--- src/rtl/tcaa_pkg.sv ---
// Shared types and constants for the two-class alternating arbiter.
// Depends on nothing; imported by two_class_alternating_arbiter and its testbench.
package tcaa_pkg;

   localparam int ID_W       = 8;   // width of an identity on the ports
   localparam int HOLDER_W   = 2;
   localparam int REQ_DATA_W = 16;
   localparam int RSP_DATA_W = 16;

   // item kind, carried in req_tuser
   localparam logic KIND_REQUEST = 1'b0;
   localparam logic KIND_RELEASE = 1'b1;

   // holder state codes
   localparam logic [HOLDER_W-1:0] HOLDER_FREE = 2'd0;
   localparam logic [HOLDER_W-1:0] HOLDER_CAT0 = 2'd1;
   localparam logic [HOLDER_W-1:0] HOLDER_CAT1 = 2'd2;

   typedef struct packed {
      logic [HOLDER_W-1:0] holder_state;
      logic                release_error;
      logic                rejected;
      logic                grant_category;
      logic [ID_W-1:0]     grant_id;
      logic                grant_valid;
   } result_type;

endpackage

--- src/rtl/two_class_alternating_arbiter.sv ---
// Two-class alternating arbiter: one request/release transfer per cycle while rsp_tready does not stall.
// Latency: a result appears on rsp_* the cycle after its request is accepted.
// Throughput: one transfer per cycle unless a pending result is stalled by rsp_tready; the single result
// register and the per-category FIFO pointers are updated together at the accepting edge.
// Reset (synchronous, active high): resource free, both FIFOs empty, no
// result pending. FIFO storage is not cleared; empty entries are never read.
// Depends on tcaa_pkg.
module two_class_alternating_arbiter
   import tcaa_pkg::*;
#(
   parameter int QUEUE_DEPTH = 16,
   parameter int ID_BITS     = 8
) (
   input  logic                  clock,
   input  logic                  reset,
   input  logic                  req_tvalid,
   output logic                  req_tready,
   // [0] request_category, [8:1] requester_id, [15:9] zero
   input  logic [REQ_DATA_W-1:0] req_tdata,
   // [0] kind
   input  logic                  req_tuser,
   output logic                  rsp_tvalid,
   input  logic                  rsp_tready,
   // [0] grant_valid, [8:1] grant_id, [9] grant_category, [10] rejected,
   // [11] release_error, [13:12] holder_state, [15:14] zero
   output logic [RSP_DATA_W-1:0] rsp_tdata
);

   // Identities are kept in at most the port width.
   localparam int STORE_W = (ID_BITS < ID_W) ? ID_BITS : ID_W;
   localparam int PTR_W   = $clog2(QUEUE_DEPTH);
   localparam int CNT_W   = $clog2(QUEUE_DEPTH + 1);
   localparam logic [PTR_W-1:0] LAST_SLOT = PTR_W'(QUEUE_DEPTH - 1);
   localparam logic [CNT_W-1:0] FULL_CNT  = CNT_W'(QUEUE_DEPTH);

   // Arbitration state
   logic             busy_ff, busy_in;
   logic             owner_ff, owner_in;
   logic [PTR_W-1:0] head_ff  [2];
   logic [PTR_W-1:0] head_in  [2];
   logic [PTR_W-1:0] tail_ff  [2];
   logic [PTR_W-1:0] tail_in  [2];
   logic [CNT_W-1:0] count_ff [2];
   logic [CNT_W-1:0] count_in [2];

   // FIFO storage, one memory per category, and the prefetched head entries
   logic [STORE_W-1:0] queue_mem_ff  [2][QUEUE_DEPTH];
   logic [STORE_W-1:0] head_data_ff  [2];

   // Result register
   logic       rsp_valid_ff;
   result_type rsp_ff, rsp_in;

   logic               accept;
   logic               kind;
   logic               cat;
   logic [STORE_W-1:0] id_stored;
   logic [1:0]         push;
   logic [1:0]         pop;
   logic               other;

   // Take a new transfer whenever the result register is empty or draining.
   assign req_tready = !rsp_valid_ff || rsp_tready;
   assign accept     = req_tvalid && req_tready;

   assign kind      = req_tuser;
   assign cat       = req_tdata[0];
   assign id_stored = req_tdata[STORE_W:1];
   assign other     = ~owner_ff;

   // Decide the grant, queue or reject for this transfer.
   always_comb begin
      push     = 2'b00;
      pop      = 2'b00;
      busy_in  = busy_ff;
      owner_in = owner_ff;
      rsp_in   = '0;
      if (accept) begin
         if (kind == KIND_REQUEST) begin
            if (!busy_ff) begin
               // resource free: grant at once
               busy_in               = 1'b1;
               owner_in              = cat;
               rsp_in.grant_valid    = 1'b1;
               rsp_in.grant_id       = ID_W'(id_stored);
               rsp_in.grant_category = cat;
            end else if (count_ff[cat] == FULL_CNT) begin
               rsp_in.rejected = 1'b1;
            end else begin
               push[cat] = 1'b1;
            end
         end else begin
            if (!busy_ff) begin
               rsp_in.release_error = 1'b1;
            end else if (count_ff[other] != '0) begin
               // alternate: prefer the other category's head
               pop[other]            = 1'b1;
               owner_in              = other;
               rsp_in.grant_valid    = 1'b1;
               rsp_in.grant_id       = ID_W'(head_data_ff[other]);
               rsp_in.grant_category = other;
            end else if (count_ff[owner_ff] != '0) begin
               pop[owner_ff]         = 1'b1;
               rsp_in.grant_valid    = 1'b1;
               rsp_in.grant_id       = ID_W'(head_data_ff[owner_ff]);
               rsp_in.grant_category = owner_ff;
            end else begin
               busy_in = 1'b0;
            end
         end
      end
      if (!busy_in) begin
         rsp_in.holder_state = HOLDER_FREE;
      end else if (owner_in) begin
         rsp_in.holder_state = HOLDER_CAT1;
      end else begin
         rsp_in.holder_state = HOLDER_CAT0;
      end
   end

   // Advance FIFO pointers; a single transfer never pushes and pops one queue.
   always_comb begin
      for (int q = 0; q < 2; q++) begin
         head_in[q]  = head_ff[q];
         tail_in[q]  = tail_ff[q];
         count_in[q] = count_ff[q];
         if (pop[q]) begin
            head_in[q]  = (head_ff[q] == LAST_SLOT) ? '0 : head_ff[q] + 1'b1;
            count_in[q] = count_ff[q] - 1'b1;
         end
         if (push[q]) begin
            tail_in[q]  = (tail_ff[q] == LAST_SLOT) ? '0 : tail_ff[q] + 1'b1;
            count_in[q] = count_ff[q] + 1'b1;
         end
      end
   end

   always_ff @(posedge clock) begin
      if (reset) begin
         busy_ff      <= 1'b0;
         owner_ff     <= 1'b0;
         rsp_valid_ff <= 1'b0;
         for (int q = 0; q < 2; q++) begin
            head_ff[q]  <= '0;
            tail_ff[q]  <= '0;
            count_ff[q] <= '0;
         end
      end else begin
         busy_ff  <= busy_in;
         owner_ff <= owner_in;
         for (int q = 0; q < 2; q++) begin
            head_ff[q]  <= head_in[q];
            tail_ff[q]  <= tail_in[q];
            count_ff[q] <= count_in[q];
         end
         if (accept) begin
            rsp_valid_ff <= 1'b1;
         end else if (rsp_tready) begin
            rsp_valid_ff <= 1'b0;
         end
      end
   end

   // Result payload: hold while stalled.
   always_ff @(posedge clock) begin
      if (accept) begin
         rsp_ff <= rsp_in;
      end
   end

   // FIFO memories: write at the tail, read the next head into a register.
   // Forward the write data when it lands on the slot about to become head.
   always_ff @(posedge clock) begin
      for (int q = 0; q < 2; q++) begin
         if (push[q]) begin
            queue_mem_ff[q][tail_ff[q]] <= id_stored;
         end
         if (push[q] && (tail_ff[q] == head_in[q])) begin
            head_data_ff[q] <= id_stored;
         end else begin
            head_data_ff[q] <= queue_mem_ff[q][head_in[q]];
         end
      end
   end

   assign rsp_tvalid = rsp_valid_ff;
   assign rsp_tdata  = {{(RSP_DATA_W - $bits(result_type)){1'b0}}, rsp_ff};

endmodule

--- config.mk ---
export PLATFORM = sky130hd
export DESIGN_NAME = two_class_alternating_arbiter
export DESIGN_NICKNAME = d
export VERILOG_FILES = /design/src/rtl/tcaa_pkg.sv /design/src/rtl/two_class_alternating_arbiter.sv
export SDC_FILE = /design/constraint.sdc
export NUM_CORES = 1
export LEC_CHECK = 0
export BUFFER_PORTS_ARGS = -buffer_cell sky130_fd_sc_hd__buf_2
export CAP_MARGIN = 20
export CELL_PAD_IN_SITES_DETAIL_PLACEMENT = 1
export CELL_PAD_IN_SITES_GLOBAL_PLACEMENT = 1
export CORE_MARGIN = 5
export CORE_UTILIZATION = 35
export CTS_CLUSTER_DIAMETER = 50
export CTS_CLUSTER_SIZE = 40
export DETAILED_ROUTE_END_ITERATION = 16
export PLACE_DENSITY_LB_ADDON = 0.3
export REMOVE_ABC_BUFFERS = 1
export SLEW_MARGIN = 20
export SYNTH_ARGS = -nofsm -noshare
export SYNTH_HDL_FRONTEND = slang
export SYNTH_SLANG_ARGS = --single-unit
--- constraint.sdc ---
create_clock -name clock -period 4.1 [get_ports clock]
set_input_delay 0.615 -clock clock [delete_from_list [all_inputs] [get_ports clock]]
set_output_delay 0.615 -clock clock [all_outputs]
set_load 0.01 [all_outputs]
After elaboration in Yosys (flattened, before gate mapping)

Memory sizes are Yosys's and may differ from the RTL's. A register that Yosys moved wholly into a read port is not among the register bits.
Index checks and enable logic that the tools add are counted.

Add/sub/neg operators: 8
Equal/unequal tests: 7
Reduce and logical (&&, ||, !) cells: 15
$lt $le $gt $ge: 12
Muxes and demuxes: 83
Bitwise logic cells: 14

Operator list:

| kind                | count |
|---|---|
| $mux 128            | 4 |
| $reduce_or 128->1   | 1 |
| $bmux 8 s4          | 2 |
| $demux 8 s4         | 2 |
| $mux 8              | 8 |
| $mux 10             | 5 |
| $mux 4              | 12 |
| $mux 1              | 31 |
| $mux 5              | 6 |
| $ge 5x5->1 const B  | 4 |
| $mux 2              | 10 |
| $not 4->5           | 4 |
| $add 4x1->4 const B | 4 |
| $eq 4x4->1 const B  | 4 |
| $add 5x1->5 const B | 2 |
| $lt 5x1->1 const B  | 2 |
| $reduce_bool 5->1   | 2 |
| $sub 5x1->5 const B | 2 |
| $eq 4x4->1          | 2 |
| $logic_and 1x1->1   | 8 |
| $or 1x1->1          | 8 |
| $lt 1x2->1 const B  | 3 |
| $eq 5x5->1 const B  | 1 |
| $demux 1 s1         | 3 |
| 6 further kinds     | 9 |

Bits in writable memories: 298
Memories kept: 5
Output and inout port bits: 18
Logic and storage cells: 153
Flip-flop bits (word level): 17
Input port bits: 21

Memory list:

| name         | depth | bits a word | rd ports | clocked after Yosys merged registers in | write ports | RTL line                            | text |
|---|---|---|---|---|---|---|---|
| queue_mem_ff | 2     | 128         | 2        | 0                                       | 1           | two_class_alternating_arbiter.sv:47 | `logic [STORE_W-1:0] queue_mem_ff [2][QUEUE_DEPTH];` |
| head_data_ff | 2     | 8           | 2        | 1                                       | 2           | two_class_alternating_arbiter.sv:48 | `logic [STORE_W-1:0] head_data_ff [2];` |
| count_ff     | 2     | 5           | 5        | 1                                       | 2           | two_class_alternating_arbiter.sv:43 | `logic [CNT_W-1:0] count_ff [2];` |
| head_ff      | 2     | 4           | 2        | 0                                       | 2           | two_class_alternating_arbiter.sv:39 | `logic [PTR_W-1:0] head_ff [2];` |
| tail_ff      | 2     | 4           | 2        | 0                                       | 2           | two_class_alternating_arbiter.sv:41 | `logic [PTR_W-1:0] tail_ff [2];` |

Longest topological paths before layout

Gate-level depths: netlist (run 1).

Depth in word-level cells: 15
Mapped depth: 15
Mapped depth without buffers: 14

Worst setup path before layout (run 1)

Ideal clock, no wire load.

Kind: input -> register
From: in rsp_tready
To: mem count_ff[1][4] (netlist bit)
Buffers on the path: 1
Stages: 14
Path slack: 0.721 ns
Data arrival time: 3.252 ns
Path through: nor2b_1 -> inv_1 -> nand2_1 -> inv_1 -> nand3_1 -> nor2_1 -> buf_1 -> inv_1 -> fa_1 -> a21o_1 -> a21oi_1 -> mux2i_1 -> xnor2_1 -> nor2_1

RTL lines:

| what        | RTL line                            | text |
|---|---|---|
| from (decl) | two_class_alternating_arbiter.sv:23 | `input logic rsp_tready,` |
| to (decl)   | two_class_alternating_arbiter.sv:43 |  |

==> results of run 1 <==
cell usage after synthesis, drive strengths merged, types with 2 or more instances:
cell     count
xor2         6
a21o         5
nor2b        4
nor2        77
nand3       38
nand2       93
dfxtp       45
and3         4
a32o         2
ha          16
nand4       11
nor4         6
o2111ai      9
inv         17
a2111oi      3
a22oi       23
a21boi       4
o21ai       23
buf         19
a31oi       10
and2         2
xnor2       17
o31ai        3
a21oi       21
fa           2
mux2i      106
a211oi       4
mux2         9
clkbuf      26
nor3        16
a32oi       10
nand2b       6
a22o         8
edfxtp     270
or4          6
a221oi      17
critical path: stages, from the launching register on:
cell,delay (ps)
dfxtp_1,450
nand2_1,270
a2111oi_4,580
a21boi_1,360
nor2_4,210
buf_12,350
mux2i_1,150
a221oi_1,580
a22o_1,240
mux2_1,130
area by class of cell:
| type | instances | area [um^2] | share of cell area |
|---|---|---|---|
| timing repair buffer | 68 | 463 | 0.0301 |
| clock buffer | 38 | 930 | 0.0605 |
| inverter | 17 | 63.8 | 0.00415 |
| clock inverter | 24 | 272 | 0.0177 |
| sequential | 315 | 9010 | 0.586 |
| tap | 511 | 639 | 0.0416 |
| multi-input combinational | 573 | 4000 | 0.260 |
report_power, final:
part	total [W]	switching (W)	internal, W	leakage (nW)
clock	0.00325	0.00137	0.00188	0.585
sequential	0.00351	0.0000121	0.00349	2.81
combinational	0.000184	0.000134	0.0000500	2.17
total	0.00694	0.00152	0.00543	5.57
per-layer routing:
metal / share of wire / vias up / routed length [um] / GRT usage
li1: - / 3745 / - / -
met1: 0.46 / 4088 / 15400 / 0.222
met2: 0.47 / 148 / 15700 / 0.259
met3: 0.042 / 50 / 1390 / 0.0301
met4: 0.023 / 0 / 774 / 0.0436
met5: 0 / - / 0 / 0
final timing paths:
| kind | slack (ps) | cells past startpoint | end | startpoint |
|---|---|---|---|---|
| max | 620 | 9 | head_data_ff[0][2] | busy_ff |
| min | 490 | 2 | rsp_tdata[9] | req_tdata[0] |
| max reg2reg | 620 | 9 | head_data_ff[0][2] | busy_ff |
| min reg2reg | 570 | 2 | count_ff[1][2] | count_ff[1][2] |
stage by stage:
step	std cells	TNS (ps)	cell area [um^2]	hold slack (ps)
2_1_floorplan	905	-22140	13100	515
3_3_place_gp	1484	0	14200	544
6_report	1546	0	15400	490
4_1_cts	1546	0	15400	464
5_1_grt	1546	0	15400	491
3_5_place_dp	1484	0	14200	575
cell usage in the layout, fill, tap and decap left out, drive strengths merged, types with 4 or more instances in the layout:
cell type  synthesis  routed
o2111ai            9       9
inv               17      28
nand3             38      38
nor3              16      16
and3               4       4
a31oi             10      10
nor2b              4       4
clkinv             0       8
or4                6       6
a32oi             10      10
xnor2             17      17
buf               19      68
a22o               8       8
nand2b             6       6
a21o               5       5
mux2               9       9
a21boi             4       4
a211oi             4       4
edfxtp           270     270
o21ai             23      23
a221oi            17      17
a22oi             23      23
a21oi             21      21
xor2               6       6
clkbuf            26      38
nor2              77      77
nand4             11      11
ha                16      16
nand2             93      93
nor4               6       6
mux2i            106     106
dfxtp             45      45
logic make-up after synthesis:
family / after synthesis / share of synthesized area
xor+xnor: 24 / 0.0169
mux: 115 / 0.0877
flops: 315 / 0.680
compound gates: 146 / 0.0837
other cells: 1 / 0.000283
simple gates: 268 / 0.0934
fa+ha+maj: 18 / 0.0181
buf+inv: 62 / 0.0203
state kept, by name, summed over array words and instances, names as in the netlist:
| name | flops |
|---|---|
| rsp_tdata | 14 |
| head_ff | 8 |
| owner_ff | 1 |
| head_data_ff | 16 |
| tail_ff | 8 |
| rsp_tvalid | 1 |
| busy_ff | 1 |
| queue_mem_ff | 256 |
| count_ff | 10 |
==> flow_summary.toml, run 1 <==
[clock_network]
htreeDepth = 2
ctsHoldBuffers = 0
cts_sinks = 315
clk_pin_slew_ps = 60
clock_latency_ps = 530
cts-resized-gates = 0
cts_tree = "built"
cts-root-buf = "clkbuf_16"
cts_buffer_depth = 3
post_cts_buffers = 0
numCtsBuffers = 35

[routing]
wl_per_cell_um = 21.5
firstDrtPassIters = 5
drt_iter0_drc = 575
vias_per_cell = 5.19
wirelength_um = 33300
antenna_left = 0
num_vias = 8031
drcViolationCount = 0

[timing]
fin_crit_ps = 3480
rsz0062_at_grt = "no"
skew_ps = 26.0
setup_ws_ps = 617
setup_viol = 0
min_period_over_period = 0.849
max_slew_margin = 0.314
drv_slew = 0
fmax_ghz = 0.287
hold_viol = 0
worstMarginPinSlew_ps = 1030

[yosys]
ys.flop_type = "edfxtp_1"
syn_avg_cell_area_um2 = 14.0
ys_ff_latch = 315
synth-edff-count = 270
ys_warn_count = 0
synth-async-reset-ratio = 0
yosys.area.top_type_share = 0.612
synth_cell_types = 63
synth_largest_area_cell = "edfxtp_1"
synth_cells = 949
yosysSeqAreaShare = 0.680
synth.area.top_cells = "edfxtp_1 (61%), mux2i_1 (8.0%), dfxtp_1 (6.8%)"
netlist_area_um2 = 13300

[placement]
gp_congestion = 0.796
port_buffers = 29
dp_slack_ps = 389
dp.final_hpwl_um = 20800

[final_layout]
fillCellCount = 3878
syn_to_final_growth_pct = 16.0
drive_above_1_share = 0.143
final_util = 0.410
layout.nets = 1049
antenna_cells = 0

[global_route]
grt_pass1_vias = 8419
grt-ovfl-total = 0
grt.total_usage = 0.160
grt_pass1_wl_um = 51600
grt_max_degree = 59
antenna_found_initial = 0

[run]
maxCapViolCount = 0

[die]
die_y_um = 205
die-area_um2 = 41900
dieWidth_um = 205
num_rows = 71
core_um2 = 37500
num_io_pins = 39
initial_core_util = 0.354

[power]
power_density_nw_per_um2 = 452
power.leakage_nw = 5.57
ir_drop_mv = 0.269
p_total_w = 0.00694

[worst_setup_path]
crit_path_end_kind = "flip-flop"
cp-start-kind = "flip-flop"
crit_required_ps = 4550
critPathKind = "reg2reg"
worstPathArrival_ps = 3930
cp_max_fo = 58

[min_path]
hp-class = "in2reg"

[outcome]
status = "completed"
Note: power is estimated with default switching activity, not from simulation.
==> run 2: changes to the inputs <==
==> constraint.sdc (replaced) <==
create_clock -name clock -period 3.4 [get_ports clock]
set_input_delay 0.51 -clock clock [delete_from_list [all_inputs] [get_ports clock]]
set_output_delay 0.51 -clock clock [all_outputs]
set_load 0.01 [all_outputs]
==> run 2 against run 1 <==
  * Routed wire length is 0.11% higher
  * Via count is 1.6% higher
  * Clock-buffer cell count is 7 lower
  * Total power up 17%
  * Combinational power up 23%
  * Critical path depth unchanged
  * First-iteration DRC count is 7.0% lower
  * Flip-flop and latch count is the same
  * Design area rose by 0.64%
  * Clock skew up 6.3 ps
  * Setup slack got worse by 420 ps
  * Maximum frequency up 8.6%
  * Largest power group unchanged
==> flow_summary.toml, run 2 (synthesized netlist as in run 1, its figures left out) <==
[power]
p_total_w = 0.00814
power.leakage_nw = 5.63
power_density_nw_per_um2 = 526
ir_drop_mv = 0.318

[clock_network]
post_cts_buffers = 0
clk_pin_slew_ps = 70
numCtsBuffers = 31
cts_buffer_depth = 3
cts-root-buf = "clkbuf_16"
htreeDepth = 1
clock_latency_ps = 580
cts_tree = "built"
ctsHoldBuffers = 0
cts-resized-gates = 0
cts_sinks = 315

[run]
maxCapViolCount = 0

[timing]
rsz0062_at_grt = "no"
whs_ps = 347
fmax_ghz = 0.312
max_slew_margin = 0.319
hold_viol = 0
worstMarginPinSlew_ps = 1020
drv_slew = 0
setup_viol = 0
skew_ps = 32.2
min_period_over_period = 0.943
fin_crit_ps = 3210

[outcome]
status = "completed"

[worst_setup_path]
worstPathArrival_ps = 3650
r2r_start = "count_ff[0][1]"
reg2reg_depth = 9
worstReg2RegEnd = "head_data_ff[0][5]"
cp-startpoint = "count_ff[0][1]"
worstPathCellList = "nor4_4, buf_4, a2111oi_4, nand3_1, nor2_1, xor2_1, a21oi_1, or4_1, mux2_1"
cp_max_fo = 8
crit_required_ps = 3840
worst-path-stages = 9
ff2ff_setup_slack_ps = 190
cp-start-kind = "flip-flop"
cpPeakStageDelay_ps = 660
crit_family = "simple AND/OR/NAND/NOR gates"
critPathKind = "reg2reg"
cpMaxStageDelayCell = "or4_1"
cp-endpoint = "head_data_ff[0][5]"
path_buf_inv = 1
crit_path_end_kind = "flip-flop"

[routing]
vias_per_cell = 5.25
wirelength_um = 33300
num_vias = 8159
drt_iter0_drc = 535
wl_per_cell_um = 21.4
firstDrtPassIters = 4
drcViolationCount = 0
antenna_left = 0

[die]
core_um2 = 37500
die-area_um2 = 41900
initial_core_util = 0.354
dieWidth_um = 205
num_rows = 71
die_y_um = 205
num_io_pins = 39

[placement]
port_buffers = 29
dp.final_hpwl_um = 21200
gp_congestion = 0.788

[global_route]
grt.total_usage = 0.158
antenna_found_initial = 0
grt-ovfl-total = 0
grt_pass1_vias = 8540
grt_max_degree = 40
grt_pass1_wl_um = 51300

[final_layout]
syn_to_final_growth_pct = 16.8
final_common_cell = "edfxtp_1"
drive_above_1_share = 0.152
layout.nets = 1058
antenna_cells = 0
largest_reg_flops = 256
layout_common_cells = "edfxtp_1 (270), mux2i_1 (106), nand2_1 (93)"

[min_path]
hp-class = "in2reg"
run 2: changes by cell type in the layout (fill, tap and decap cells not counted), moves of 2 or more:
| cell | delta |
|---|---|
| clkinv_8 | +10 |
| buf_4 | +8 |
| clkbuf_16 | -6 |
| buf_12 | +5 |
| inv_6 | -5 |
| bufinv_16 | -3 |
| clkinv_1 | -3 |
| inv_12 | +3 |
| clkinvlp_4 | -2 |
| inv_16 | +2 |
| inv_8 | +2 |
run 2: area by class of cell:
class / instances / area [um^2]
sequential: 315 / 9010
timing repair buffer: 81 / 623
tap: 511 / 639
clock buffer: 31 / 776
fill: 3849 / 22000
multi-input combinational: 573 / 4000
inverter: 17 / 63.8
clock inverter: 26 / 372
run 2: worst min-delay path: stages:
cell and delay, ps:
buf_2 140, a21oi_1 120, nor2_1 90
run 2: worst min-delay path by stage:
stage	start	endpoint	slack (ps)	cells after the start
2_1_floorplan	count_ff[1][3]	count_ff[1][3]	510	2
3_3_place_gp	count_ff[1][3]	count_ff[1][3]	550	2
3_5_place_dp	count_ff[1][3]	count_ff[1][3]	570	2
4_1_cts	req_tuser	owner_ff	320	3
5_1_grt	req_tuser	rsp_tdata[11]	370	2
6_report	req_tuser	owner_ff	350	3
run 2: power breakdown:
| group | switching [W] | internal [W] |
|---|---|---|
| Sequential | 0.0000157 | 0.00421 |
| Combinational | 0.000161 | 0.0000645 |
| Clock | 0.00183 | 0.00186 |
run 2: layer usage:
layer	vias up	routed length [um]	track usage
met2	141	16000	0.267
met4	0	652	0.0421
met5	-	0	0
li1	3781	-	-
met3	36	1160	0.0198
met1	4201	15500	0.218
run 2: metrics by stage:
step                       util  TNS [ps]  worst slack (ps)  instances  cell area, um^2
after floorplan               -   -109700             -1340        905            13100
after global placement    0.382         0               219       1497            14300
after detailed placement  0.382         0               143       1497            14300
after CTS                 0.413         0               164       1554            15500
after global routing      0.413         0              52.4       1554            15500
final                     0.413         0               194       1554            15500
==> run 3: changes to the inputs <==
--- a/config.mk
+++ b/config.mk
@@ -10,7 +10,7 @@
 export CELL_PAD_IN_SITES_DETAIL_PLACEMENT = 1
 export CELL_PAD_IN_SITES_GLOBAL_PLACEMENT = 1
 export CORE_MARGIN = 5
-export CORE_UTILIZATION = 35
+export CORE_UTILIZATION = 52
 export CTS_CLUSTER_DIAMETER = 50
 export CTS_CLUSTER_SIZE = 40
 export DETAILED_ROUTE_END_ITERATION = 16
==> run 3 against run 2 <==
  * Routed wire length is 0.18% higher
  * Critical path depth is 1 higher
  * Clock skew is 15 ps lower
  * Cell count is 11% lower
  * Setup slack worse by 28 ps
  * Global-route usage is 7.3 points higher
  * Largest power group unchanged
  * Largest cell class unchanged
  * Maximum frequency is 0.86% lower
  * Flip-flop and latch count stayed put
==> flow_summary.toml, run 3 (synthesized netlist as in run 1, its figures left out) <==
[outcome]
status = "completed"

[power]
pwr-share-seq = 0.525
power_switching_share = 0.219
p_total_w = 0.00805
intPower_w = 0.00629
clockPowerShare = 0.446
power_density_nw_per_um2 = 530
p_switching_w = 0.00176
power.leakage_nw = 5.62
share_comb_of_total_power = 0.029
ir_drop_mv = 0.436

[final_layout]
layout_common_cells = "edfxtp_1 (270), mux2i_1 (106), nand2_1 (93)"
final_common_cell = "edfxtp_1"
drive_above_1_share = 0.153
regArea_um2 = 9010
fillCellCount = 2433
final_cell_area_um2 = 15200
syn_to_final_growth_pct = 14.6
antenna_cells = 0
largest_reg_flops = 256
multiInputGateArea_um2 = 4020
layout.nets = 1061

[routing]
drt_iter0_drc = 777
firstDrtPassIters = 6
num_vias = 8413
wirelength_um = 33400
wl_per_cell_um = 24.2
antenna_left = 0
drcViolationCount = 0
vias_per_cell = 6.11

[timing]
worstMarginPinSlew_ps = 868
hold_viol = 0
fmax_ghz = 0.309
setup_ws_ps = 166
fin_crit_ps = 3230
tns_ps = 0
min_period_over_period = 0.951
rsz0062_at_grt = "no"
skew_ps = 17.5
setup_viol = 0
drv_slew = 0
whs_ps = 373
max_slew_margin = 0.419

[global_route]
grt_pass1_vias = 8789
grt_pass1_wl_um = 51400
grt_max_degree = 44
antenna_found_initial = 0
grt-ovfl-total = 0
grt.total_usage = 0.231

[die]
core_um2 = 25100
die_y_um = 170
num_rows = 58
num_io_pins = 39
initial_core_util = 0.528
die-area_um2 = 28800
dieWidth_um = 170

[min_path]
hp-class = "in2reg"
whs_path_depth = 3
hold_path_end = "owner_ff"
min-delay-start = "req_tuser"

[worst_setup_path]
cp-start-kind = "flip-flop"
worstReg2RegEnd = "head_data_ff[1][0]"
cp-startpoint = "count_ff[0][0]"
worstPathArrival_ps = 3590
r2r_start = "count_ff[0][0]"
cp_max_fo = 43
crit_path_end_kind = "flip-flop"
critPathKind = "reg2reg"
reg2reg_depth = 10
ff2ff_setup_slack_ps = 170
crit_required_ps = 3760

[clock_network]
clk_pin_slew_ps = 70
post_cts_buffers = 0
cts_sinks = 315
clock_latency_ps = 520
ctsHoldBuffers = 0
numCtsBuffers = 34
cts_tree = "built"
cts_buffer_depth = 3
cts-root-buf = "clkbuf_16"
htreeDepth = 2

[placement]
dp.final_hpwl_um = 21200
port_buffers = 29
dpl_cell_area_um2 = 14100
dp_slack_ps = 118
gp_congestion = 0.844

[run]
maxCapViolCount = 0
## run 3: worst max-delay path by stage
stage                                     to  slack (ps)  cells after the start
after CTS                 head_data_ff[0][2]          90                      8
after global routing      head_data_ff[0][2]          20                      9
final                     head_data_ff[1][0]         170                     10
after detailed placement  head_data_ff[1][0]         120                     13
after global placement    head_data_ff[1][4]         190                     12
after floorplan           head_data_ff[0][6]       -1340                      7
## run 3: metrics by stage
step,util,std cells
6_report,0.605,1377
5_1_grt,0.605,1377
4_1_cts,0.604,1377
3_5_place_dp,0.561,1316
3_3_place_gp,0.561,1316
2_1_floorplan,-,905
## run 3: final cells by class
| class | instances | area share |
|---|---|---|
| timing repair buffer | 81 | 0.0394 |
| clock inverter | 22 | 0.0134 |
| clock buffer | 39 | 0.0586 |
| sequential | 315 | 0.593 |
| multi-input combinational | 573 | 0.265 |
| tap | 330 | 0.0272 |
| inverter | 17 | 0.00420 |
## run 3: what timing repair did
item	4_1_cts	5_1_grt
resized for setup	0	1
endpoints found under the setup margin	0	6
endpoints found under the hold margin	0	0
## run 3: power by group through the flow
stage	logic [W]	clock network [W]	registers, W
2_1_floorplan	0.0000909	0	0.00431
3_3_place_gp	0.000216	0	0.00431
3_5_place_dp	0.000227	0	0.00431
4_1_cts	0.000231	0.00365	0.00423
5_1_grt	0.000252	0.00385	0.00423
6_report	0.000231	0.00359	0.00423
## run 3: metal layers
metal / share of wire / vias up / global-route usage
met5: 0 / - / 0
met4: 0.024 / 0 / 0.0623
met3: 0.068 / 56 / 0.0373
met2: 0.48 / 299 / 0.377
met1: 0.43 / 4268 / 0.327
li1: - / 3790 / -
## run 3: critical path: stages (launching register included)
cell	delay, ps
dfxtp_1	390
or4_1	690
o21ai_1	310
and3_1	230
or2_2	140
buf_12	240
buf_4	250
mux2i_1	240
mux2i_1	100
a32oi_1	300
a31oi_1	130
